`src/rtl/pspc_pkg.sv`:
```
// Shared types and constants of the pedal sensor plausibility check.
// Used by the serial divider, the serial root, the top level and the checker.
`default_nettype none

package pspc_pkg;

    localparam int ADC_BITS_DEF = 12;
    localparam int CFG_IDX_W    = 3;
    localparam int CFG_DATA_W   = 16;
    localparam int QUOT_BITS    = 7;
    localparam int ROOT_BITS    = 4;
    localparam int ROOT_IN_BITS = 7;
    localparam int PCT_W        = 7;

    localparam logic [CFG_IDX_W-1:0] CFG_S1_LOW    = 3'd0;
    localparam logic [CFG_IDX_W-1:0] CFG_S1_HIGH   = 3'd1;
    localparam logic [CFG_IDX_W-1:0] CFG_S2_LOW    = 3'd2;
    localparam logic [CFG_IDX_W-1:0] CFG_S2_HIGH   = 3'd3;
    localparam logic [CFG_IDX_W-1:0] CFG_GAP_LIMIT = 3'd4;
    localparam logic [CFG_IDX_W-1:0] CFG_STRIKE_LIM = 3'd5;
    localparam logic [CFG_IDX_W-1:0] CFG_HOLD_TIME = 3'd6;

    localparam int RST_S1_LOW  = 150;
    localparam int RST_S1_HIGH = 2150;
    localparam int RST_S2_LOW  = 155;
    localparam int RST_S2_HIGH = 2125;
    localparam logic [6:0]  RST_GAP_LIMIT  = 7'd10;
    localparam logic [7:0]  RST_STRIKE_LIM = 8'd2;
    localparam logic [15:0] RST_HOLD_TIME  = 16'd100;

    localparam logic [PCT_W-1:0] PCT_FULL   = 7'd100;
    localparam logic [PCT_W-1:0] PCT_HALF   = 7'd50;
    localparam logic [PCT_W-1:0] GAP_MAX    = 7'd127;
    localparam logic [7:0]       STRIKE_MAX = 8'hFF;

    typedef struct packed {
        logic                 done;
        logic [QUOT_BITS-1:0] quot;
        logic                 rem_nz;
    } t_div_res;

    typedef struct packed {
        logic                 done;
        logic [ROOT_BITS-1:0] root;
    } t_root_res;

endpackage

`default_nettype wire

```
`src/rtl/pspc_in_if.sv`:
```
// Input channel of the pedal sensor plausibility check: two samples and a time.
// Depends on pspc_pkg for the default sample width.
`default_nettype none

interface pspc_in_if #(
    parameter int ADC_BITS = pspc_pkg::ADC_BITS_DEF
);
    logic                valid;
    logic                ready;
    logic [ADC_BITS-1:0] sensor1_sample;
    logic [ADC_BITS-1:0] sensor2_sample;
    logic [31:0]         now_ms;

    modport source (output valid, output sensor1_sample, output sensor2_sample,
                    output now_ms, input ready);
    modport sink (input valid, input sensor1_sample, input sensor2_sample,
                  input now_ms, output ready);
endinterface

`default_nettype wire

```
`src/rtl/pspc_out_if.sv`:
```
// Output channel of the pedal sensor plausibility check: pedal, gap and flag.
// Depends on nothing else.
`default_nettype none

interface pspc_out_if;
    logic       valid;
    logic       ready;
    logic [6:0] pedal_percent;
    logic [6:0] sensor_gap;
    logic       implausible;

    modport source (output valid, output pedal_percent, output sensor_gap,
                    output implausible, input ready);
    modport sink (input valid, input pedal_percent, input sensor_gap,
                  input implausible, output ready);
endinterface

`default_nettype wire

```
`src/rtl/pedal_sensor_plausibility_check_unit.sv`:
```
// Top level of the pedal sensor plausibility check: sequencer, state and registers.
// Depends on pspc_pkg, pspc_in_if, pspc_out_if, pspc_div and pspc_isqrt.
//
// A word on i_in carries two raw pedal sensor samples and a millisecond time.
// Each word yields exactly one word on o_out with the averaged pedal position,
// the corrected gap between the two sensors and the sticky implausible flag.
// A word is taken when i_in.valid and i_in.ready are both high; ready is high
// only while the sequencer is idle, so one word is in work at a time.
// After acceptance a word passes through ST_PREP, ST_DIV, ST_PED, ST_ROOT_GO,
// ST_ROOT, ST_GAP and ST_OUT, and the next word is taken once the sequencer
// is back in ST_IDLE. The seven-step quotient loop of the two dividers runs in
// ST_DIV and the four-step root loop runs in ST_ROOT.
// The result sits in an output register; while the receiver stalls, the next
// word is still accepted and processed, and it waits before its final step
// until the output register is free.
// Reset (synchronous, active low) loads the calibration defaults, clears the
// strike count, the last plausible time and the latch, and empties o_out.
// Configuration writes through i_cfg_we, i_cfg_index and i_cfg_data are taken
// in any cycle and belong in idle periods; unknown indexes are ignored.
`default_nettype none

module pedal_sensor_plausibility_check_unit #(
    parameter int ADC_BITS = pspc_pkg::ADC_BITS_DEF
) (
    input  wire                                i_clk,
    input  wire                                i_rst_n,
    pspc_in_if.sink                            i_in,
    pspc_out_if.source                         o_out,
    input  wire                                i_cfg_we,
    input  wire [pspc_pkg::CFG_IDX_W-1:0]      i_cfg_index,
    input  wire [pspc_pkg::CFG_DATA_W-1:0]     i_cfg_data
);
    localparam int NW = ADC_BITS + pspc_pkg::QUOT_BITS;

    typedef enum logic [2:0] {
        ST_IDLE, ST_PREP, ST_DIV, ST_PED, ST_ROOT_GO, ST_ROOT, ST_GAP, ST_OUT
    } t_state;

    t_state r_state;

    logic [ADC_BITS-1:0] r_s1_low, r_s1_high, r_s2_low, r_s2_high;
    logic [6:0]          r_gap_limit;
    logic [7:0]          r_strike_lim;
    logic [15:0]         r_hold;

    logic [7:0]          r_strike;
    logic [31:0]         r_last;
    logic                r_latch;

    logic [ADC_BITS-1:0] r_c1, r_c2;
    logic [31:0]         r_now;
    logic [6:0]          r_p1, r_p2, r_pedal, r_gap;
    logic [pspc_pkg::ROOT_BITS-1:0] r_k;

    logic                r_out_valid;
    logic [6:0]          r_out_pedal, r_out_gap;
    logic                r_out_impl;

    logic [ADC_BITS-1:0] span1, span2, den1, den2;
    logic [NW-1:0]       num1, num2;
    logic                div_start, root_start;
    pspc_pkg::t_div_res  div1, div2;
    pspc_pkg::t_root_res root;
    logic [7:0]          pct_sum;
    logic [6:0]          m_val;
    logic [8:0]          five_m;
    logic signed [9:0]   diff;
    logic [9:0]          diff_abs;
    logic [7:0]          n_strike;
    logic [31:0]         elapsed;
    logic                out_free;

    function automatic logic [ADC_BITS-1:0] clamp_span(
        input logic [ADC_BITS-1:0] c,
        input logic [ADC_BITS-1:0] lo,
        input logic [ADC_BITS-1:0] hi
    );
        logic [ADC_BITS-1:0] res;
        if (c < lo) begin
            res = '0;
        end else if (c > hi) begin
            res = hi - lo;
        end else begin
            res = c - lo;
        end
        return res;
    endfunction

    assign span1 = clamp_span(r_c1, r_s1_low, r_s1_high);
    assign span2 = clamp_span(r_c2, r_s2_low, r_s2_high);
    assign den1  = r_s1_high - r_s1_low;
    assign den2  = r_s2_high - r_s2_low;
    assign num1  = (NW'(span1) << 6) + (NW'(span1) << 5) + (NW'(span1) << 2);
    assign num2  = (NW'(span2) << 6) + (NW'(span2) << 5) + (NW'(span2) << 2);

    assign div_start  = (r_state == ST_PREP);
    assign root_start = (r_state == ST_ROOT_GO);

    pspc_div #(.ADC_BITS(ADC_BITS)) u_div1 (
        .i_clk(i_clk), .i_rst_n(i_rst_n), .i_start(div_start),
        .i_num(num1), .i_den(den1), .o_res(div1)
    );

    pspc_div #(.ADC_BITS(ADC_BITS)) u_div2 (
        .i_clk(i_clk), .i_rst_n(i_rst_n), .i_start(div_start),
        .i_num(num2), .i_den(den2), .o_res(div2)
    );

    assign pct_sum = {1'b0, r_p1} + {1'b0, r_p2};
    assign m_val   = (r_pedal < pspc_pkg::PCT_HALF) ? r_pedal
                                                    : (pspc_pkg::PCT_FULL - r_pedal);
    assign five_m  = {m_val, 2'b00} + {2'b00, m_val};

    pspc_isqrt u_isqrt (
        .i_clk(i_clk), .i_rst_n(i_rst_n), .i_start(root_start),
        .i_val(five_m[7:1]), .o_res(root)
    );

    assign diff     = $signed({3'b000, r_p1}) + $signed({5'b00000, r_k, 1'b0})
                    - $signed({3'b000, r_p2});
    assign diff_abs = diff[9] ? 10'(-diff) : 10'(diff);
    assign n_strike = (r_strike == pspc_pkg::STRIKE_MAX) ? r_strike : r_strike + 8'd1;
    assign elapsed  = r_now - r_last;
    assign out_free = !r_out_valid || o_out.ready;

    always_ff @(posedge i_clk) begin
        if (!i_rst_n) begin
            r_s1_low     <= ADC_BITS'(pspc_pkg::RST_S1_LOW);
            r_s1_high    <= ADC_BITS'(pspc_pkg::RST_S1_HIGH);
            r_s2_low     <= ADC_BITS'(pspc_pkg::RST_S2_LOW);
            r_s2_high    <= ADC_BITS'(pspc_pkg::RST_S2_HIGH);
            r_gap_limit  <= pspc_pkg::RST_GAP_LIMIT;
            r_strike_lim <= pspc_pkg::RST_STRIKE_LIM;
            r_hold       <= pspc_pkg::RST_HOLD_TIME;
        end else if (i_cfg_we) begin
            case (i_cfg_index)
                pspc_pkg::CFG_S1_LOW:     r_s1_low     <= i_cfg_data[ADC_BITS-1:0];
                pspc_pkg::CFG_S1_HIGH:    r_s1_high    <= i_cfg_data[ADC_BITS-1:0];
                pspc_pkg::CFG_S2_LOW:     r_s2_low     <= i_cfg_data[ADC_BITS-1:0];
                pspc_pkg::CFG_S2_HIGH:    r_s2_high    <= i_cfg_data[ADC_BITS-1:0];
                pspc_pkg::CFG_GAP_LIMIT:  r_gap_limit  <= i_cfg_data[6:0];
                pspc_pkg::CFG_STRIKE_LIM: r_strike_lim <= i_cfg_data[7:0];
                pspc_pkg::CFG_HOLD_TIME:  r_hold       <= i_cfg_data[15:0];
                default: ;
            endcase
        end
    end

    always_ff @(posedge i_clk) begin
        if (!i_rst_n) begin
            r_state     <= ST_IDLE;
            r_strike    <= '0;
            r_last      <= '0;
            r_latch     <= 1'b0;
            r_out_valid <= 1'b0;
        end else begin
            if (o_out.ready && r_state != ST_OUT) begin
                r_out_valid <= 1'b0;
            end
            case (r_state)
                ST_IDLE: begin
                    if (i_in.valid) begin
                        r_c1    <= i_in.sensor1_sample;
                        r_c2    <= i_in.sensor2_sample;
                        r_now   <= i_in.now_ms;
                        r_state <= ST_PREP;
                    end
                end
                ST_PREP: begin
                    r_state <= ST_DIV;
                end
                ST_DIV: begin
                    if (div1.done) begin
                        r_p1 <= (r_s1_high > r_s1_low)
                              ? pspc_pkg::PCT_FULL - (div1.quot + 7'(div1.rem_nz)) : '0;
                        r_p2 <= (r_s2_high > r_s2_low) ? div2.quot : '0;
                        r_state <= ST_PED;
                    end
                end
                ST_PED: begin
                    r_pedal <= pct_sum[7:1];
                    r_state <= ST_ROOT_GO;
                end
                ST_ROOT_GO: begin
                    r_state <= ST_ROOT;
                end
                ST_ROOT: begin
                    if (root.done) begin
                        r_k     <= root.root;
                        r_state <= ST_GAP;
                    end
                end
                ST_GAP: begin
                    r_gap   <= (diff_abs > 10'(pspc_pkg::GAP_MAX)) ? pspc_pkg::GAP_MAX
                                                               : diff_abs[6:0];
                    r_state <= ST_OUT;
                end
                ST_OUT: begin
                    if (out_free) begin
                        if (r_gap > r_gap_limit) begin
                            r_strike <= n_strike;
                            if (n_strike > r_strike_lim && elapsed > 32'(r_hold)) begin
                                r_latch <= 1'b1;
                            end
                            r_out_impl <= r_latch
                                | (n_strike > r_strike_lim && elapsed > 32'(r_hold));
                        end else begin
                            r_strike   <= '0;
                            r_last     <= r_now;
                            r_out_impl <= r_latch;
                        end
                        r_out_pedal <= r_pedal;
                        r_out_gap   <= r_gap;
                        r_out_valid <= 1'b1;
                        r_state     <= ST_IDLE;
                    end
                end
                default: begin
                    r_state <= ST_IDLE;
                end
            endcase
        end
    end

    assign i_in.ready          = (r_state == ST_IDLE);
    assign o_out.valid         = r_out_valid;
    assign o_out.pedal_percent = r_out_pedal;
    assign o_out.sensor_gap    = r_out_gap;
    assign o_out.implausible   = r_out_impl;
endmodule

`default_nettype wire

```
`src/rtl/pspc_div.sv`:
```
// Restoring divider that yields one quotient bit per cycle, seven bits in all.
// Depends on pspc_pkg for the result struct.
`default_nettype none

module pspc_div #(
    parameter int ADC_BITS = pspc_pkg::ADC_BITS_DEF
) (
    input  wire                                        i_clk,
    input  wire                                        i_rst_n,
    input  wire                                        i_start,
    input  wire [ADC_BITS+pspc_pkg::QUOT_BITS-1:0]     i_num,
    input  wire [ADC_BITS-1:0]                         i_den,
    output pspc_pkg::t_div_res                         o_res
);
    localparam int NW = ADC_BITS + pspc_pkg::QUOT_BITS;
    localparam int CW = $clog2(pspc_pkg::QUOT_BITS + 1);

    logic [NW-1:0]                    r_rem;
    logic [NW-1:0]                    r_dsh;
    logic [pspc_pkg::QUOT_BITS-1:0]   r_quot;
    logic [CW-1:0]                    r_cnt;
    logic                             r_busy;
    logic                             r_done;
    logic                             ge;

    assign ge = (r_rem >= r_dsh);

    always_ff @(posedge i_clk) begin
        if (!i_rst_n) begin
            r_busy <= 1'b0;
            r_done <= 1'b0;
            r_cnt  <= '0;
        end else begin
            r_done <= 1'b0;
            if (i_start) begin
                r_rem  <= i_num;
                r_dsh  <= NW'(i_den) << (pspc_pkg::QUOT_BITS - 1);
                r_quot <= '0;
                r_cnt  <= CW'(pspc_pkg::QUOT_BITS);
                r_busy <= 1'b1;
            end else if (r_busy) begin
                if (ge) begin
                    r_rem <= r_rem - r_dsh;
                end
                r_quot <= {r_quot[pspc_pkg::QUOT_BITS-2:0], ge};
                r_dsh  <= r_dsh >> 1;
                r_cnt  <= r_cnt - 1'b1;
                if (r_cnt == CW'(1)) begin
                    r_busy <= 1'b0;
                    r_done <= 1'b1;
                end
            end
        end
    end

    assign o_res.done   = r_done;
    assign o_res.quot   = r_quot;
    assign o_res.rem_nz = (r_rem != '0);
endmodule

`default_nettype wire

```
`src/rtl/pspc_isqrt.sv`:
```
// Integer square root that settles one result bit per cycle, four bits in all.
// Depends on pspc_pkg for widths and the result struct.
`default_nettype none

module pspc_isqrt (
    input  wire                                  i_clk,
    input  wire                                  i_rst_n,
    input  wire                                  i_start,
    input  wire [pspc_pkg::ROOT_IN_BITS-1:0]     i_val,
    output pspc_pkg::t_root_res                  o_res
);
    localparam int RB = pspc_pkg::ROOT_BITS;

    logic [pspc_pkg::ROOT_IN_BITS-1:0] r_val;
    logic [RB-1:0]                     r_root;
    logic [RB-1:0]                     r_bit;
    logic                              r_done;
    logic [RB-1:0]                     trial;
    logic [2*RB-1:0]                   sq;

    assign trial = r_root | r_bit;
    assign sq    = (2*RB)'(trial) * (2*RB)'(trial);

    always_ff @(posedge i_clk) begin
        if (!i_rst_n) begin
            r_bit  <= '0;
            r_done <= 1'b0;
        end else begin
            r_done <= 1'b0;
            if (i_start) begin
                r_val  <= i_val;
                r_root <= '0;
                r_bit  <= RB'(1) << (RB - 1);
            end else if (r_bit != '0) begin
                if (sq <= (2*RB)'(r_val)) begin
                    r_root <= trial;
                end
                r_bit <= r_bit >> 1;
                if (r_bit == RB'(1)) begin
                    r_done <= 1'b1;
                end
            end
        end
    end

    assign o_res.done = r_done;
    assign o_res.root = r_root;
endmodule

`default_nettype wire

```
`src/flat_wrapper.sv`:
```
// flat-port wrapper written by rule: the top's interface ports become plain ports
module pedal_sensor_plausibility_check_unit_flat 
#(
    parameter int ADC_BITS = pspc_pkg::ADC_BITS_DEF
)
  (i_clk, i_rst_n, i_cfg_we, i_cfg_index, i_cfg_data, i_in_valid, i_in_sensor1_sample, i_in_sensor2_sample, i_in_now_ms, i_in_ready, o_out_valid, o_out_pedal_percent, o_out_sensor_gap, o_out_implausible, o_out_ready);
  pspc_in_if #(.ADC_BITS(ADC_BITS)) i_in_i ();
  pspc_out_if o_out_i ();
  input  wire i_clk;
  input  wire i_rst_n;
  input  wire i_cfg_we;
  input  wire [pspc_pkg::CFG_IDX_W-1:0] i_cfg_index;
  input  wire [pspc_pkg::CFG_DATA_W-1:0] i_cfg_data;
  input wire logic [$bits(i_in_i.valid)-1:0] i_in_valid;
  input wire logic [$bits(i_in_i.sensor1_sample)-1:0] i_in_sensor1_sample;
  input wire logic [$bits(i_in_i.sensor2_sample)-1:0] i_in_sensor2_sample;
  input wire logic [$bits(i_in_i.now_ms)-1:0] i_in_now_ms;
  output wire logic [$bits(i_in_i.ready)-1:0] i_in_ready;
  output wire logic [$bits(o_out_i.valid)-1:0] o_out_valid;
  output wire logic [$bits(o_out_i.pedal_percent)-1:0] o_out_pedal_percent;
  output wire logic [$bits(o_out_i.sensor_gap)-1:0] o_out_sensor_gap;
  output wire logic [$bits(o_out_i.implausible)-1:0] o_out_implausible;
  input wire logic [$bits(o_out_i.ready)-1:0] o_out_ready;
  assign i_in_i.valid = i_in_valid;
  assign i_in_i.sensor1_sample = i_in_sensor1_sample;
  assign i_in_i.sensor2_sample = i_in_sensor2_sample;
  assign i_in_i.now_ms = i_in_now_ms;
  assign i_in_ready = i_in_i.ready;
  assign o_out_valid = o_out_i.valid;
  assign o_out_pedal_percent = o_out_i.pedal_percent;
  assign o_out_sensor_gap = o_out_i.sensor_gap;
  assign o_out_implausible = o_out_i.implausible;
  assign o_out_i.ready = o_out_ready;
  pedal_sensor_plausibility_check_unit #(.ADC_BITS(ADC_BITS)) u_core (.i_clk(i_clk), .i_rst_n(i_rst_n), .i_in(i_in_i), .o_out(o_out_i), .i_cfg_we(i_cfg_we), .i_cfg_index(i_cfg_index), .i_cfg_data(i_cfg_data));
endmodule
```
`config.mk`:
```
export PLATFORM = sky130hd
export DESIGN_NAME = pedal_sensor_plausibility_check_unit_flat
export DESIGN_NICKNAME = d
export VERILOG_FILES = /design/src/rtl/pspc_pkg.sv /design/src/rtl/pspc_in_if.sv /design/src/rtl/pspc_out_if.sv /design/src/rtl/pedal_sensor_plausibility_check_unit.sv /design/src/rtl/pspc_div.sv /design/src/rtl/pspc_isqrt.sv /design/src/flat_wrapper.sv
export SDC_FILE = /design/constraint.sdc
export NUM_CORES = 1
export LEC_CHECK = 0
export BUFFER_PORTS_ARGS = -buffer_cell sky130_fd_sc_hd__buf_2
export CORE_MARGIN = 2
export CORE_UTILIZATION = 55
export CTS_BUF_LIST = sky130_fd_sc_hd__clkbuf_4
export DETAILED_ROUTE_END_ITERATION = 10
export GPL_TIMING_DRIVEN = 0
export PLACE_DENSITY = 0.7
export SLEW_MARGIN = 20
export SYNTH_ARGS = -nofsm -noshare
export SYNTH_HDL_FRONTEND = slang
export SYNTH_SLANG_ARGS = --single-unit
```
`constraint.sdc`:
```
create_clock -name i_clk -period 16.8 [get_ports i_clk]
set_clock_uncertainty 0.05 [all_clocks]
set_input_delay 1.68 -clock i_clk [delete_from_list [all_inputs] [get_ports i_clk]]
set_output_delay 1.68 -clock i_clk [all_outputs]
set_load 0.02 [all_outputs]
```
* Word-level counts from Yosys, hierarchy flattened *
Index checks and enable logic that the tools add are counted.

word-level totals
  bits in registers = 340
  input port bits = 80
  word-level logic and storage cells = 191

operators by class
  add/sub/neg operators = 22
  multiply operators = 1
  order comparisons = 14
  equality and inequality tests = 22
  muxes and demuxes = 45
  bitwise operators = 6
  reductions and logical operators = 40

operator list
  kind                                                             count
  19-bit two-way mux                                               6
  18-bit two-way mux                                               4
  12-bit > comparator                                              4
  12-bit two-way mux                                               4
  12-bit subtractor                                                4
  18-bit by 17-bit adder with 19-bit output                        2
  19-bit by 14-bit adder with 19-bit output                        2
  19-bit by 18-bit greater-or-equal comparator with 1-bit output   2
  19-bit by 18-bit subtractor with 19-bit output                   2
  32-bit by 16-bit > comparator with 1-bit output                  1
  32-bit subtractor                                                1
  2-bit AND reduction                                              13
  12-bit < comparator                                              2
  3-bit two-way mux                                                8
  3-bit one-hot mux with 8 select lines                            1
  3-bit AND reduction                                              8
  3-bit == test, second input constant                             7
  7-bit two-way mux                                                3
  19-bit nonzero test                                              1
  4-bit two-way mux                                                4
  8-bit two-way mux                                                2
  7-bit subtractor, first input constant                           2
  3-bit by 1-bit == test with 1-bit output, second input constant  4
  3-bit by 2-bit == test with 1-bit output, second input constant  4
  other kinds (33)                                                 59

* Depth between registers and ports, before layout *
Gate-level depths: netlist of run 1.

  depth in word-level cells = 6
  depth in mapped cells = 28
  depth with buffers taken out = 26

* By module *
A second synthesis of run 1 with hierarchy kept.

second synthesis, totals
  cell total of the unflattened synthesis = 2,546
  area, all modules = 23,077.1 um^2

by module, submodules not included
  module                                instances  cells an instance  area an instance (um^2)  sequential area each (um^2)
  pedal_sensor_plausibility_check_unit  1          1,839              16,086.7                 5,575.3
  pspc_div                              2          316                3,083.0                  1,421.4
  pspc_isqrt                            1          75                 824.5                    430.4

* Worst setup path before layout of run 1 *
OpenSTA, ideal clock, no wires.

  path kind = in2reg
  from = input port i_rst_n
  to = register u_core.r_c1[0] (enable)
  arrival time = 7.862 ns
  data required time = 16.122 ns
  slack = 8.260 ns
  cell stages on the path = 3
  path through = clkbuf_1 -> nand2b_1 -> nor4b_1

on the way
  longest elaborated chain between the ends = 1

ends and longest elaborated chain
  item                                  RTL line                                     RTL
  start: declaration                    flat_wrapper.sv:10                           input wire i_rst_n;
  3-bit AND reduction (no source line)  n/a
  end signal: assignment                pedal_sensor_plausibility_check_unit.sv:163  r_c1 <= i_in.sensor1_sample;
  end: declaration                      pedal_sensor_plausibility_check_unit.sv:50   logic [ADC_BITS-1:0] r_c1, r_c2;

Every way passes these cells.
A chain may end at the register's enable or synchronous reset.

* Worst setup path after layout of run 1 *
  from = register u_core.r_c2[0]
  to = register u_core.u_div2.r_rem[17] (data pin)

on the way
  longest elaborated chain between the ends = 6

ends and longest elaborated chain
  item                                                             RTL line                                                                                RTL
  start: declaration                                               pedal_sensor_plausibility_check_unit.sv:50
  start signal: assignment                                         pedal_sensor_plausibility_check_unit.sv:164                                             r_c2 <= i_in.sensor2_sample;
  12-bit subtractor / 12-bit > comparator (equally long branches)  pedal_sensor_plausibility_check_unit.sv:84, pedal_sensor_plausibility_check_unit.sv:81
  12-bit two-way mux                                               pedal_sensor_plausibility_check_unit.sv:81                                              end else if (c > hi) begin
  12-bit two-way mux (*)                                           pedal_sensor_plausibility_check_unit.sv:79                                              if (c < lo) begin
  18-bit by 17-bit adder with 19-bit output                        pedal_sensor_plausibility_check_unit.sv:94                                              assign num2 = (NW'(span2) << 6) + (NW'(span2) << 5) + (NW'(span2) << 2);
  19-bit by 14-bit adder with 19-bit output (*)                    pedal_sensor_plausibility_check_unit.sv:94
  19-bit two-way mux (*)                                           pspc_div.sv:35                                                                          if (i_start) begin
  end signal: assignment                                           pspc_div.sv:36                                                                          r_rem <= i_num;
  end signal: assignment                                           pspc_div.sv:43                                                                          r_rem <= r_rem - r_dsh;
  end: declaration                                                 pspc_div.sv:18                                                                          logic [NW-1:0] r_rem;

Every way passes the cells marked *; elsewhere a longest branch is shown, timed or not.

==> metrics.csv, run 1 <==
stage;metric;value;unit
flow_run;MaxCap Viol Count;0;
synthesis;synthesized flop and latch total;340;
drt;DRT iter0 DRCs;1179;
critical_path;crit path capture type;flop;
drt;# DRC;0;
power_and_ir_drop;overall power;2.28;mW
global_routing;total grt overflow;0;
critical_path;Worst Setup EP;u_core.u_div2.r_rem[17]$_DFFE_PP_;
timing;RSZ-0062 raised after global routing;no;
floorplan;Die Ht;209;um
power_and_ir_drop;Sw Pwr;0.727;mW
synthesis;cells taking the most area after synthesis;edfxtp_1 26%, ha_1 14%, dfxtp_1 12%, nand2_1 5.3%, inv_1 4.7%;
global_routing;pin count of the biggest net entering global routing;27;
critical_path;Worst EP arrival;6.98;ns
floorplan;# rows;74;
drt;vias per cell;5.66;
power_and_ir_drop;Int Pwr;1.55;mW
critical_path;r2r startpoint;u_core.r_c2[0]$_DFFE_PP_;
synthesis;Post-synth EDFFs;202;
synthesis;Post-Syn Nets;2893;
clocking;CTS clk-pin slew, worst paths;0.07;ns
drt;final WL;58.8;mm
floorplan;Die ar.;43500;sq um
placed_design;GP Congestion;0.911;
synthesis;Warnings, synthesis;0;
critical_path;Startpoint Class;flop;
timing;Final Max Slew Viols;0;
drt;WL/cell;17.6;um
layout;layout cells sized above 1;0.107;
critical_path;CP max FO;10;
floorplan;die width;209;um
layout;most frequent cells in the layout;327 x nand2_1, 286 x inv_1, 249 x ha_1, 202 x edfxtp_1, 170 x nor2_1;
clocking;htree depth;3;
drt;DR pass1 iterations;5;
hold_path;Hold Crit Class;flop to flop;
critical_path;Slowest cell on crit path;fa_1;
timing;setup tns final;0;ns
floorplan;Initial Utilization;0.560;
floorplan;Top Ports;97;
layout;synthesis-to-finish area growth;10.7;%
critical_path;CP Launch Point;u_core.r_c2[0]$_DFFE_PP_;
run_status;outcome;complete, no violations;
global_routing;gr usage total;0.271;
timing;Hold Vio Cnt, Final;0;
layout;most common cell after layout, fill and taps aside;nand2_1;
power_and_ir_drop;worst vdd ir;0.0647;mV
clocking;CTS Buf Count;95;
placed_design;Post-Place Setup Slack;10.44;ns
clocking;clock buffer depth;3;
placed_design;HPWL after detailed placement;45.5;mm
global_routing;global-route wire length before repair;94.4;mm
timing;Max Fclk;0.154;GHz
synthesis;sequential fraction of the synthesis area;0.383;
critical_path;Required @ worst endpoint;17.29;ns
timing;crit share post-route;0.386;
timing;Finish-stage setup viols;0;
global_routing;vias in the first global route;18700;
synthesis;syn avg cell area;9.08;sq um
clocking;post-CTS sizing;0;
timing;Max-Slew Margin vs Limit;0.316;
synthesis;top-area cell type share of the netlist area;0.263;
timing;fin worst setup slack;10.31;ns
critical_path;cells on worst reg2reg path;27;
synthesis;cell area after synthesis;23000;sq um
power_and_ir_drop;Clk pwr share;0.339;
global_routing;initial antenna violation count;3;
power_and_ir_drop;Comb pwr share;0.244;
drt;remaining antenna violation count;0;
synthesis;Synth Flop Type;edfxtp_1;
clocking;Post-CTS Setup Bufs;0;
synthesis;Synth Instances;2536;
critical_path;Largest stage delay, worst path;0.54;ns
critical_path;critical setup path kind;flop to flop;
floorplan;core area;41100;sq um
critical_path;FF-to-FF End;u_core.u_div2.r_rem[17]$_DFFE_PP_;
layout;fill count;3628;
clocking;CTS tree;yes;
timing;slew at the pin closest to its max-slew limit;1.01;ns
power_and_ir_drop;sequential share of power;0.417;
clocking;Clock Sinks;340;
power_and_ir_drop;Leak Pwr;10.7;nW
clocking;Worst-Skew Late Latency;0.84;ns
drt;DR vias;19000;
synthesis;post-synth cell types;74;
power_and_ir_drop;Switching Share;0.319;
power_and_ir_drop;Pwr Density;89.4;nW/um^2
timing;final worst path period need;6.49;ns
timing;hold_ws;0.397;ns
critical_path;Worst R2R Setup Slack;10.31;ns
clocking;cts hold-fix bufs;0;
synthesis;FFs w/ async S/R, synth;0;
synthesis;Synth area leader;edfxtp_1;
clocking;CTS root buf;clkbuf_4;
placed_design;Buffers on Ports;93;
layout;NumNets Final;3095;
-- how the worst min path moves through the flow --
| stage | start | end | slack (ns) | cells after the start |
|---|---|---|---|---|
| floorplan | u_core.r_latch$_SDFFE_PN0P_ | u_core.r_latch$_SDFFE_PN0P_ | 0.37 | 2 |
| global placement | u_core.r_latch$_SDFFE_PN0P_ | u_core.r_latch$_SDFFE_PN0P_ | 0.38 | 2 |
| detailed placement | u_core.r_latch$_SDFFE_PN0P_ | u_core.r_latch$_SDFFE_PN0P_ | 0.39 | 2 |
| CTS | u_core.r_latch$_SDFFE_PN0P_ | u_core.r_latch$_SDFFE_PN0P_ | 0.40 | 2 |
| global route | u_core.r_last[21]$_SDFFE_PN0P_ | u_core.r_last[21]$_SDFFE_PN0P_ | 0.43 | 2 |
| finish | u_core.r_latch$_SDFFE_PN0P_ | u_core.r_latch$_SDFFE_PN0P_ | 0.40 | 2 |
-- synth_stat cells, drive strengths merged (15+ instances only) --
library cell	number
inv	286
xor2	51
a211oi	15
fa	28
o21ai	123
mux2i	25
ha	249
and3	19
or3	17
nor2	170
xnor2	82
a21o	57
edfxtp	202
nand3	38
dfxtp	138
and2	26
nand2	327
o21bai	25
a21oi	145
o211ai	40
clkbuf	59
nand4	28
a21boi	104
o21a	24
nor2b	49
nand2b	33
nor3	34
-- area by class of cell --
type                            instances  area [sq um]  area share
Tap cell                              532           666      0.0261
Sequential cell                       340          8830       0.346
Timing Repair Buffer                  105           538      0.0211
Antenna cell                            2          5.00    0.000196
Multi-Input combinational cell       1843         12900       0.506
Clock buffer                          145          1090      0.0427
Buffer                                 67           262      0.0103
Clock inverter                         29           145     0.00569
Inverter                              286          1070      0.0421
-- registers in the layout, summed over array words and instances, names as in the netlist, 8 cells and up --
signal and count:
u_core.u_div2.r_rem 19, u_core.r_hold 16, u_core.r_c2 12, u_core.u_div1.r_rem 19, u_core.u_div2.r_dsh 18, u_core.u_div1.r_dsh 18
u_core.r_last 32, u_core.r_now 32, u_core.r_s2_high 12, u_core.r_c1 12, u_core.r_s1_high 12, u_core.r_s2_low 12
u_core.r_strike 8, u_core.r_strike_lim 8, u_core.r_s1_low 12
-- stage by stage --
step / utilization / instance area [sq um] / std cells
2_1_floorplan: - / 23000 / 2536
3_3_place_gp: 0.588 / 24200 / 3161
3_5_place_dp: 0.590 / 24200 / 3173
4_1_cts: 0.620 / 25500 / 3347
5_1_grt: 0.620 / 25500 / 3349
6_report: 0.620 / 25500 / 3349
-- power by group through the flow --
stage               registers [mW]  logic (mW)  clock network (mW)
finish                       0.952       0.555               0.773
CTS                          0.951       0.552               0.791
detailed placement           0.969       0.547                   0
floorplan                    0.963       0.408                   0
global placement             0.971       0.527                   0
global route                 0.954       0.621               0.836
-- kinds of logic after synthesis --
| group | Yosys count | synth area share |
|---|---|---|
| AOI/OAI and AO/OA | 617 | 0.178 |
| and+or+nand+nor | 789 | 0.159 |
| adders and majority gates | 277 | 0.160 |
| buffers and inverters | 353 | 0.0580 |
| DFF | 340 | 0.383 |
| muxes | 27 | 0.0118 |
| xor gates and xnor gates | 133 | 0.0506 |
-- worst max-delay path: cells and delay by family (launching register included) --
family | cells | cell delay, ns
buffers and inverters | 4 | 0.57
flip-flops | 1 | 0.34
adder cells (fa/ha/maj) | 4 | 1.49
AND/OR/NAND/NOR | 3 | 0.42
XOR/XNOR | 1 | 0.33
multiplexers | 1 | 0.11
AO/OA/AOI/OAI | 14 | 2.89
-- per-layer routing --
layer | vias to the layer above | routed length [um] | global-route usage
li1 | 9327 | - | -
met1 | 8996 | 26300 | 0.350
met5 | - | 13 | 0
met3 | 115 | 3280 | 0.0485
met2 | 522 | 27400 | 0.454
met4 | 2 | 1770 | 0.104
Note: power is estimated with default switching activity, not from simulation.
==> run 2, diff against run 1 <==
--- a/config.mk
+++ b/config.mk
@@ -5,13 +5,14 @@
 export SDC_FILE = /design/constraint.sdc
 export NUM_CORES = 1
 export LEC_CHECK = 0
+export ABC_AREA = 1
 export BUFFER_PORTS_ARGS = -buffer_cell sky130_fd_sc_hd__buf_2
 export CORE_MARGIN = 2
 export CORE_UTILIZATION = 55
 export CTS_BUF_LIST = sky130_fd_sc_hd__clkbuf_4
 export DETAILED_ROUTE_END_ITERATION = 10
 export GPL_TIMING_DRIVEN = 0
-export PLACE_DENSITY = 0.7
+export PLACE_DENSITY = 0.73
 export SLEW_MARGIN = 20
 export SYNTH_ARGS = -nofsm -noshare
 export SYNTH_HDL_FRONTEND = slang
==> constraint.sdc (replaced) <==
create_clock -name i_clk -period 5.2 [get_ports i_clk]
set_clock_uncertainty 0.05 [all_clocks]
set_input_delay 0.52 -clock i_clk [delete_from_list [all_inputs] [get_ports i_clk]]
set_output_delay 0.52 -clock i_clk [all_outputs]
set_load 0.02 [all_outputs]
==> run 2 against run 1 <==
  * Count of clock-buffer cells in the layout grew 5
  * Synthesized cell count up 17%
  * Clock power rose to 3.3 times the previous value
  * Final area up 4.7%
  * Worst hold slack worse by 0.34 ns
  * Combinational power increased to 9.2 times the previous value
  * Non-clock buffer count rose by 43
  * Critical path depth did not move
  * Sequential power rose to 3.9 times the previous value
  * Cell count grew 15%
  * Die area increased by 1.8%
  * Highest routed layer is now met4
==> metrics.csv, run 2 <==
stage;metric;value;unit
timing;slew at the pin closest to its max-slew limit;1.03;ns
drt;remaining antenna violation count;0;
critical_path;crit path capture type;flop;
synthesis;Synth Instances;2977;
clocking;clock buffer depth;3;
clocking;CTS root buf;clkbuf_4;
global_routing;vias in the first global route;20000;
drt;vias per cell;5.36;
placed_design;GP Congestion;0.939;
layout;Finished Layout Cells;3862;
synthesis;cells taking the most area after synthesis;edfxtp_1 26%, ha_1 13%, dfxtp_1 12%, nand2_1 10%, inv_1 8.3%;
placed_design;HPWL after detailed placement;48.0;mm
timing;Max Fclk;0.205;GHz
power_and_ir_drop;Leak Pwr;12.7;nW
global_routing;total grt overflow;0;
drt;# DRC;0;
synthesis;Synth Flop Type;edfxtp_1;
layout;fill count;3640;
layout;synthesis-to-finish area growth;13.9;%
synthesis;synthesized flop and latch total;340;
timing;Finish-stage setup viols;0;
power_and_ir_drop;Pwr Density;426;nW/um^2
drt;DR vias;20700;
layout;most frequent cells in the layout;644 x nand2_1, 520 x inv_1, 257 x a21oi_1, 249 x ha_1, 215 x nor2_1;
clocking;htree depth;3;
floorplan;Die ar.;44300;sq um
timing;Max-Slew Margin vs Limit;0.312;
clocking;CTS Buf Count;93;
synthesis;most frequent cell after synthesis;nand2_1;
clocking;Clock Sinks;340;
timing;final worst path period need;4.88;ns
timing;crit share post-route;0.939;
clocking;CTS tree;yes;
placed_design;Placed Area;24700;sq um
floorplan;Top Ports;97;
flow_run;MaxCap Viol Count;0;
floorplan;Die Ht;210;um
clocking;Worst-Skew Late Latency;0.83;ns
clocking;CTS clk-pin slew, worst paths;0.07;ns
critical_path;Startpoint Class;flop;
drt;DRT iter0 DRCs;1468;
synthesis;Synth area leader;edfxtp_1;
layout;design area;26700;sq um
timing;Hold Vio Cnt, Final;0;
floorplan;Initial Utilization;0.558;
timing;Final Max Slew Viols;0;
synthesis;top-area cell type share of the netlist area;0.259;
global_routing;gr usage total;0.279;
critical_path;Worst EP arrival;5.38;ns
synthesis;Post-Syn Nets;3334;
timing;hold_ws;0.0541;ns
synthesis;post-synth cell types;58;
placed_design;placed cells;3617;
critical_path;CP max FO;8;
synthesis;sequential fraction of the synthesis area;0.377;
critical_path;Required @ worst endpoint;5.70;ns
critical_path;critical setup path kind;flop to flop;
layout;Reg area;8830;sq um
synthesis;Warnings, synthesis;0;
synthesis;Post-synth top cells;646 x nand2_1, 521 x inv_1, 260 x a21oi_1, 249 x ha_1, 220 x nor2_1;
layout;multi-input logic area;12500;sq um
layout;layout cells sized above 1;0.103;
global_routing;global-route wire length before repair;98.4;mm
hold_path;Hold Crit Class;input pin to flop;
drt;DR pass1 iterations;5;
layout;NumNets Final;3597;
floorplan;die width;210;um
drt;final WL;61.9;mm
global_routing;initial antenna violation count;2;
global_routing;pin count of the biggest net entering global routing;27;
floorplan;# rows;75;
synthesis;FFs w/ async S/R, synth;0;
floorplan;core area;42000;sq um
placed_design;Buffers on Ports;96;
drt;WL/cell;16.0;um
synthesis;syn avg cell area;7.87;sq um
power_and_ir_drop;worst vdd ir;0.205;mV
synthesis;cell area after synthesis;23400;sq um
layout;most common cell after layout, fill and taps aside;nand2_1;
layout;Top Registers;u_core.r_last x32, u_core.r_now x32;
synthesis;Post-synth EDFFs;202;
run_status;outcome;complete, no violations;
[run 2: changes by cell type in the layout (fill, tap and decap cells not counted), sizes merged, moves of 40 or more]
| cell | delta |
|---|---|
| xnor2 | -40 |
| nor2b | -49 |
| o21ai | +100 |
| nor2 | +60 |
| nand3 | +50 |
| inv | +242 |
| a21oi | +117 |
| a21boi | -101 |
| dlygate4sd3 | +66 |
| nand2 | +327 |
| a21o | -43 |
[run 2: path summary, 6_finish.rpt]
kind                                             startpoint                                  end  slack (ns)  depth (start not counted)
worst min-delay path                          i_cfg_data[0]  u_core.r_strike_lim[0]$_SDFFE_PN0P_        0.05                          3
worst max-delay path               u_core.r_c1[0]$_DFFE_PP_    u_core.u_div1.r_rem[15]$_DFFE_PP_        0.32                         27
worst max register to register     u_core.r_c1[0]$_DFFE_PP_    u_core.u_div1.r_rem[15]$_DFFE_PP_        0.32                         27
worst min register to register  u_core.r_latch$_SDFFE_PN0P_          u_core.r_latch$_SDFFE_PN0P_        0.40                          2
[run 2: worst max-delay path: stages, from the launching register on]
cell and delay [ns]:
edfxtp_1 0.32, inv_1 0.06, ha_1 0.24, fa_1 0.40, nand3b_1 0.19, nand2_2 0.12
a21oi_2 0.10, o21bai_1 0.20, nand2_1 0.11, nand2_1 0.08, nand2_1 0.09, nand2_4 0.13
inv_2 0.10, nor2_4 0.17, inv_1 0.08, fa_1 0.53, inv_1 0.04, ha_1 0.33
nand3_1 0.09, nand2_1 0.14, nand2_1 0.08, nand2_1 0.06, a21oi_1 0.08, o21ai_1 0.23
a31oi_1 0.14, or2_2 0.30, nand3_1 0.07, nand2_1 0.05
[run 2: per-layer routing]
layer / global-route usage / share of wire / routed length (um)
met4: 0.0804 / 0.022 / 1340
met1: 0.360 / 0.43 / 26800
met3: 0.0442 / 0.066 / 4100
met5: 0 / 0 / 0
met2: 0.483 / 0.48 / 29600
[run 2: metrics by stage]
| step | setup TNS [ns] | util | power, mW | setup WS (ns) |
|---|---|---|---|---|
| 6_report | 0 | 0.635 | 11.4 | 0.316 |
| 5_1_grt | -0.00112 | 0.635 | 12.2 | -0.00112 |
| 4_1_cts | 0 | 0.633 | 11.3 | 0.0985 |
| 3_5_place_dp | 0 | 0.587 | 8.70 | 0.0717 |
| 3_3_place_gp | -9.05 | 0.585 | 8.51 | -0.166 |
| 2_1_floorplan | 0 | - | 7.40 | 0.783 |
[run 2: cell type report]
class / count / area share
Buffer: 47 / 0.00741
Multi-Input combinational cell: 2056 / 0.468
Clock inverter: 24 / 0.00506
Antenna cell: 4 / 0.000375
Sequential cell: 340 / 0.331
Tap cell: 539 / 0.0253
Clock buffer: 150 / 0.0422
Inverter: 534 / 0.0751
Timing Repair Buffer: 168 / 0.0459
[run 2: cells by family after synthesis]
| family | synth area share |
|---|---|
| AO/OA/AOI/OAI | 0.139 |
| adder cells (fa/ha/maj) | 0.157 |
| flip-flops | 0.377 |
| multiplexers | 0.000427 |
| buffers and inverters | 0.0939 |
| XOR/XNOR | 0.0422 |
| AND/OR/NAND/NOR | 0.191 |
[run 2: power by group]
group	total, mW	internal [mW]	switching, mW
sequential	3.73	3.51	0.217
combinational	5.10	1.84	3.26
clock	2.55	1.36	1.19
total	11.4	6.71	4.67
[run 2: what timing repair did]
| item | in CTS | in global routing |
|---|---|---|
| hold endpoints to repair | 69 | 0 |
| hold buffers | 66 | 0 |
| endpoints found under the setup margin | 1 | 9 |
| resized for setup | 1 | 15 |
| setup buffers | 0 | 1 |
| pin swaps | 0 | 4 |
==> run 3, diff against run 2 <==
--- a/config.mk
+++ b/config.mk
@@ -7,7 +7,7 @@
 export LEC_CHECK = 0
 export ABC_AREA = 1
 export BUFFER_PORTS_ARGS = -buffer_cell sky130_fd_sc_hd__buf_2
-export CORE_MARGIN = 2
+export CORE_MARGIN = 3
 export CORE_UTILIZATION = 55
 export CTS_BUF_LIST = sky130_fd_sc_hd__clkbuf_4
 export DETAILED_ROUTE_END_ITERATION = 10
==> run 3 against run 2 <==
  * Count of clock-buffer cells in the layout fell by 25
  * Largest cell class unchanged
  * Worst hold slack improved by 0.041 ns
  * Global-route usage fell by 0.90 points
  * Worst setup slack got worse by 0.034 ns
  * Cell count fell by 0.18%
  * Critical path depth fell by 3
  * Flip-flop and latch count did not move
  * Total power fell by 2.2%
  * Die area rose by 1.9%
  * Combinational power barely moved
==> metrics.csv, run 3 (synthesized netlist as in run 2, its figures left out) <==
stage;metric;value;unit
run_status;outcome;complete, no violations;
placed_design;Buffers on Ports;96;
placed_design;placed cells;3617;
drt;# DRC;0;
layout;synthesis-to-finish area growth;13.4;%
placed_design;Placed Area;24700;sq um
drt;final WL;61.3;mm
global_routing;global-route wire length before repair;97.4;mm
clocking;CTS tree;yes;
drt;WL met3;4.01;mm
layout;most frequent cells in the layout;644 x nand2_1, 520 x inv_1, 258 x a21oi_1, 249 x ha_1, 216 x nor2_1;
critical_path;Worst EP arrival;5.37;ns
floorplan;Die ar.;45100;sq um
clocking;Clock Sinks;340;
critical_path;critical setup path kind;flop to flop;
critical_path;crit-path leading delay family;adder cells;
critical_path;crit path cell chain;ha_1 > nand2_1 > nor2_1 > nand3_1 > o2111ai_1 > nand2_1 > buf_2 > nand2_1 > nand2_1 > nor2_1 > inv_1 > fa_1 > inv_1 > fa_1 > nand2_1 > nand2_1 > a21oi_1 > o21ai_2 > inv_1 > o21ai_1 > inv_1 > o21ai_2 > o21ai_0 > o21ai_0;
layout;Finished Layout Cells;3855;
timing;Max Fclk;0.203;GHz
critical_path;Slowest cell on crit path;fa_1;
timing;crit share post-route;0.946;
drt;DRT iter0 DRCs;1469;
drt;vias per cell;5.37;
clocking;clock buffer depth;3;
drt;remaining antenna violation count;0;
power_and_ir_drop;worst vdd ir;0.234;mV
drt;DR pass1 iterations;6;
placed_design;Post-Place Setup Slack;0.0466;ns
clocking;CTS root buf;clkbuf_4;
floorplan;Top Ports;97;
layout;most common cell after layout, fill and taps aside;nand2_1;
layout;layout cells sized above 1;0.0960;
drt;WL met2;29.1;mm
layout;fill count;3707;
drt;M1 wire length;26.6;mm
drt;top sig layer;met5;
layout;Top Registers;u_core.r_last x32, u_core.r_now x32;
placed_design;HPWL after detailed placement;47.7;mm
timing;RSZ-0062 raised after global routing;no;
layout;design area;26600;sq um
timing;Hold Vio Cnt, Final;0;
critical_path;CP max FO;10;
power_and_ir_drop;Leak Pwr;12.6;nW
critical_path;CP most frequent cell;nand2_1;
timing;fin worst setup slack;0.282;ns
clocking;Worst-Skew Late Latency;0.83;ns
timing;slew at the pin closest to its max-slew limit;0.965;ns
layout;multi-input logic area;12500;sq um
clocking;CTS Buf Count;90;
timing;Finish-stage setup viols;0;
timing;Final Max Slew Viols;0;
floorplan;die width;212;um
global_routing;gr usage total;0.270;
placed_design;GP Congestion;0.945;
critical_path;WP buf/inv;5;
timing;final worst path period need;4.92;ns
critical_path;crit path capture type;flop;
floorplan;# rows;75;
global_routing;pin count of the biggest net entering global routing;27;
hold_path;Hold Crit Class;input pin to flop;
drt;DR vias;20700;
floorplan;core area;42000;sq um
global_routing;initial antenna violation count;2;
power_and_ir_drop;Pwr Density;419;nW/um^2
layout;NumNets Final;3598;
timing;hold_ws;0.0950;ns
global_routing;total grt overflow;0;
drt;WL/cell;15.9;um
global_routing;vias in the first global route;19700;
critical_path;Required @ worst endpoint;5.66;ns
layout;Reg area;8830;sq um
floorplan;Die Ht;212;um
critical_path;Startpoint Class;flop;
flow_run;MaxCap Viol Count;0;
clocking;CTS clk-pin slew, worst paths;0.08;ns
critical_path;Largest stage delay, worst path;0.54;ns
timing;Max-Slew Margin vs Limit;0.352;
clocking;htree depth;3;
floorplan;Initial Utilization;0.558;
## run 3: cell types whose count changed in the layout (fill, tap and decap cells not counted), sizes merged
cell,change
dlygate4sd3,+5
buf,-1
bufinv,-1
inv,+2
clkinvlp,+1
clkbuf,-25
clkinv,+14
diode,-2
## run 3: worst paths after layout
path	start	slack, ns	cells past startpoint	endpoint
worst max-delay path	u_core.r_c1[11]$_DFFE_PP_	0.28	24	u_core.u_div1.r_rem[16]$_DFFE_PP_
worst min-delay path	i_cfg_data[1]	0.09	3	u_core.r_s2_low[1]$_SDFFE_PN1P_
worst max register to register	u_core.r_c1[11]$_DFFE_PP_	0.28	24	u_core.u_div1.r_rem[16]$_DFFE_PP_
worst min register to register	u_core.r_latch$_SDFFE_PN0P_	0.41	2	u_core.r_latch$_SDFFE_PN0P_
## run 3: layer usage
layer  track usage  up-vias
met3        0.0421      124
met1         0.355     9551
li1              -    10400
met5             0        -
met2         0.457      612
met4        0.0863        2
## run 3: per-stage QoR
stage          power, mW  utilization  TNS, ns
2_1_floorplan       7.40            -        0
3_3_place_gp        8.50        0.585    -2.34
3_5_place_dp        8.69        0.587        0
4_1_cts             11.1        0.631        0
5_1_grt             12.0        0.632        0
6_report            11.1        0.632        0
## run 3: worst register-to-register path: stages (launching register included)
cell,delay [ns]
edfxtp_1,0.50
ha_1,0.35
nand2_1,0.07
nor2_1,0.25
nand3_1,0.17
o2111ai_1,0.15
nand2_1,0.26
buf_2,0.26
nand2_1,0.07
nand2_1,0.05
nor2_1,0.16
inv_1,0.13
fa_1,0.54
inv_1,0.07
fa_1,0.43
nand2_1,0.08
nand2_1,0.05
a21oi_1,0.24
o21ai_2,0.11
inv_1,0.06
o21ai_1,0.08
inv_1,0.10
o21ai_2,0.07
o21ai_0,0.18
o21ai_0,0.11
## run 3: where the power goes
| group | switching [mW] | internal (mW) | total [mW] | leakage (nW) |
|---|---|---|---|---|
| Clock | 1.19 | 1.13 | 2.32 | 0.659 |
| Sequential | 0.221 | 3.51 | 3.73 | 2.98 |
| Combinational | 3.24 | 1.84 | 5.08 | 8.99 |
| Total | 4.65 | 6.48 | 11.1 | 12.6 |
## run 3: what timing repair did
action / CTS / global route
endpoints found under the hold margin: 85 / 0
setup endpoints to repair: 1 / 8
buffers inserted: 0 / 0
pin swaps: 0 / 1
hold buffers: 71 / 0
resized for setup: 1 / 16
## run 3: layout make-up
class                      count  area share
buffer                        47     0.00744
inverter                     534      0.0754
clock buffer                 125      0.0353
sequential                   340       0.332
timing repair buffer         172      0.0469
tap                          539      0.0254
clock inverter                40     0.00692
antenna                        2    0.000188
multi-input combinational   2056       0.470
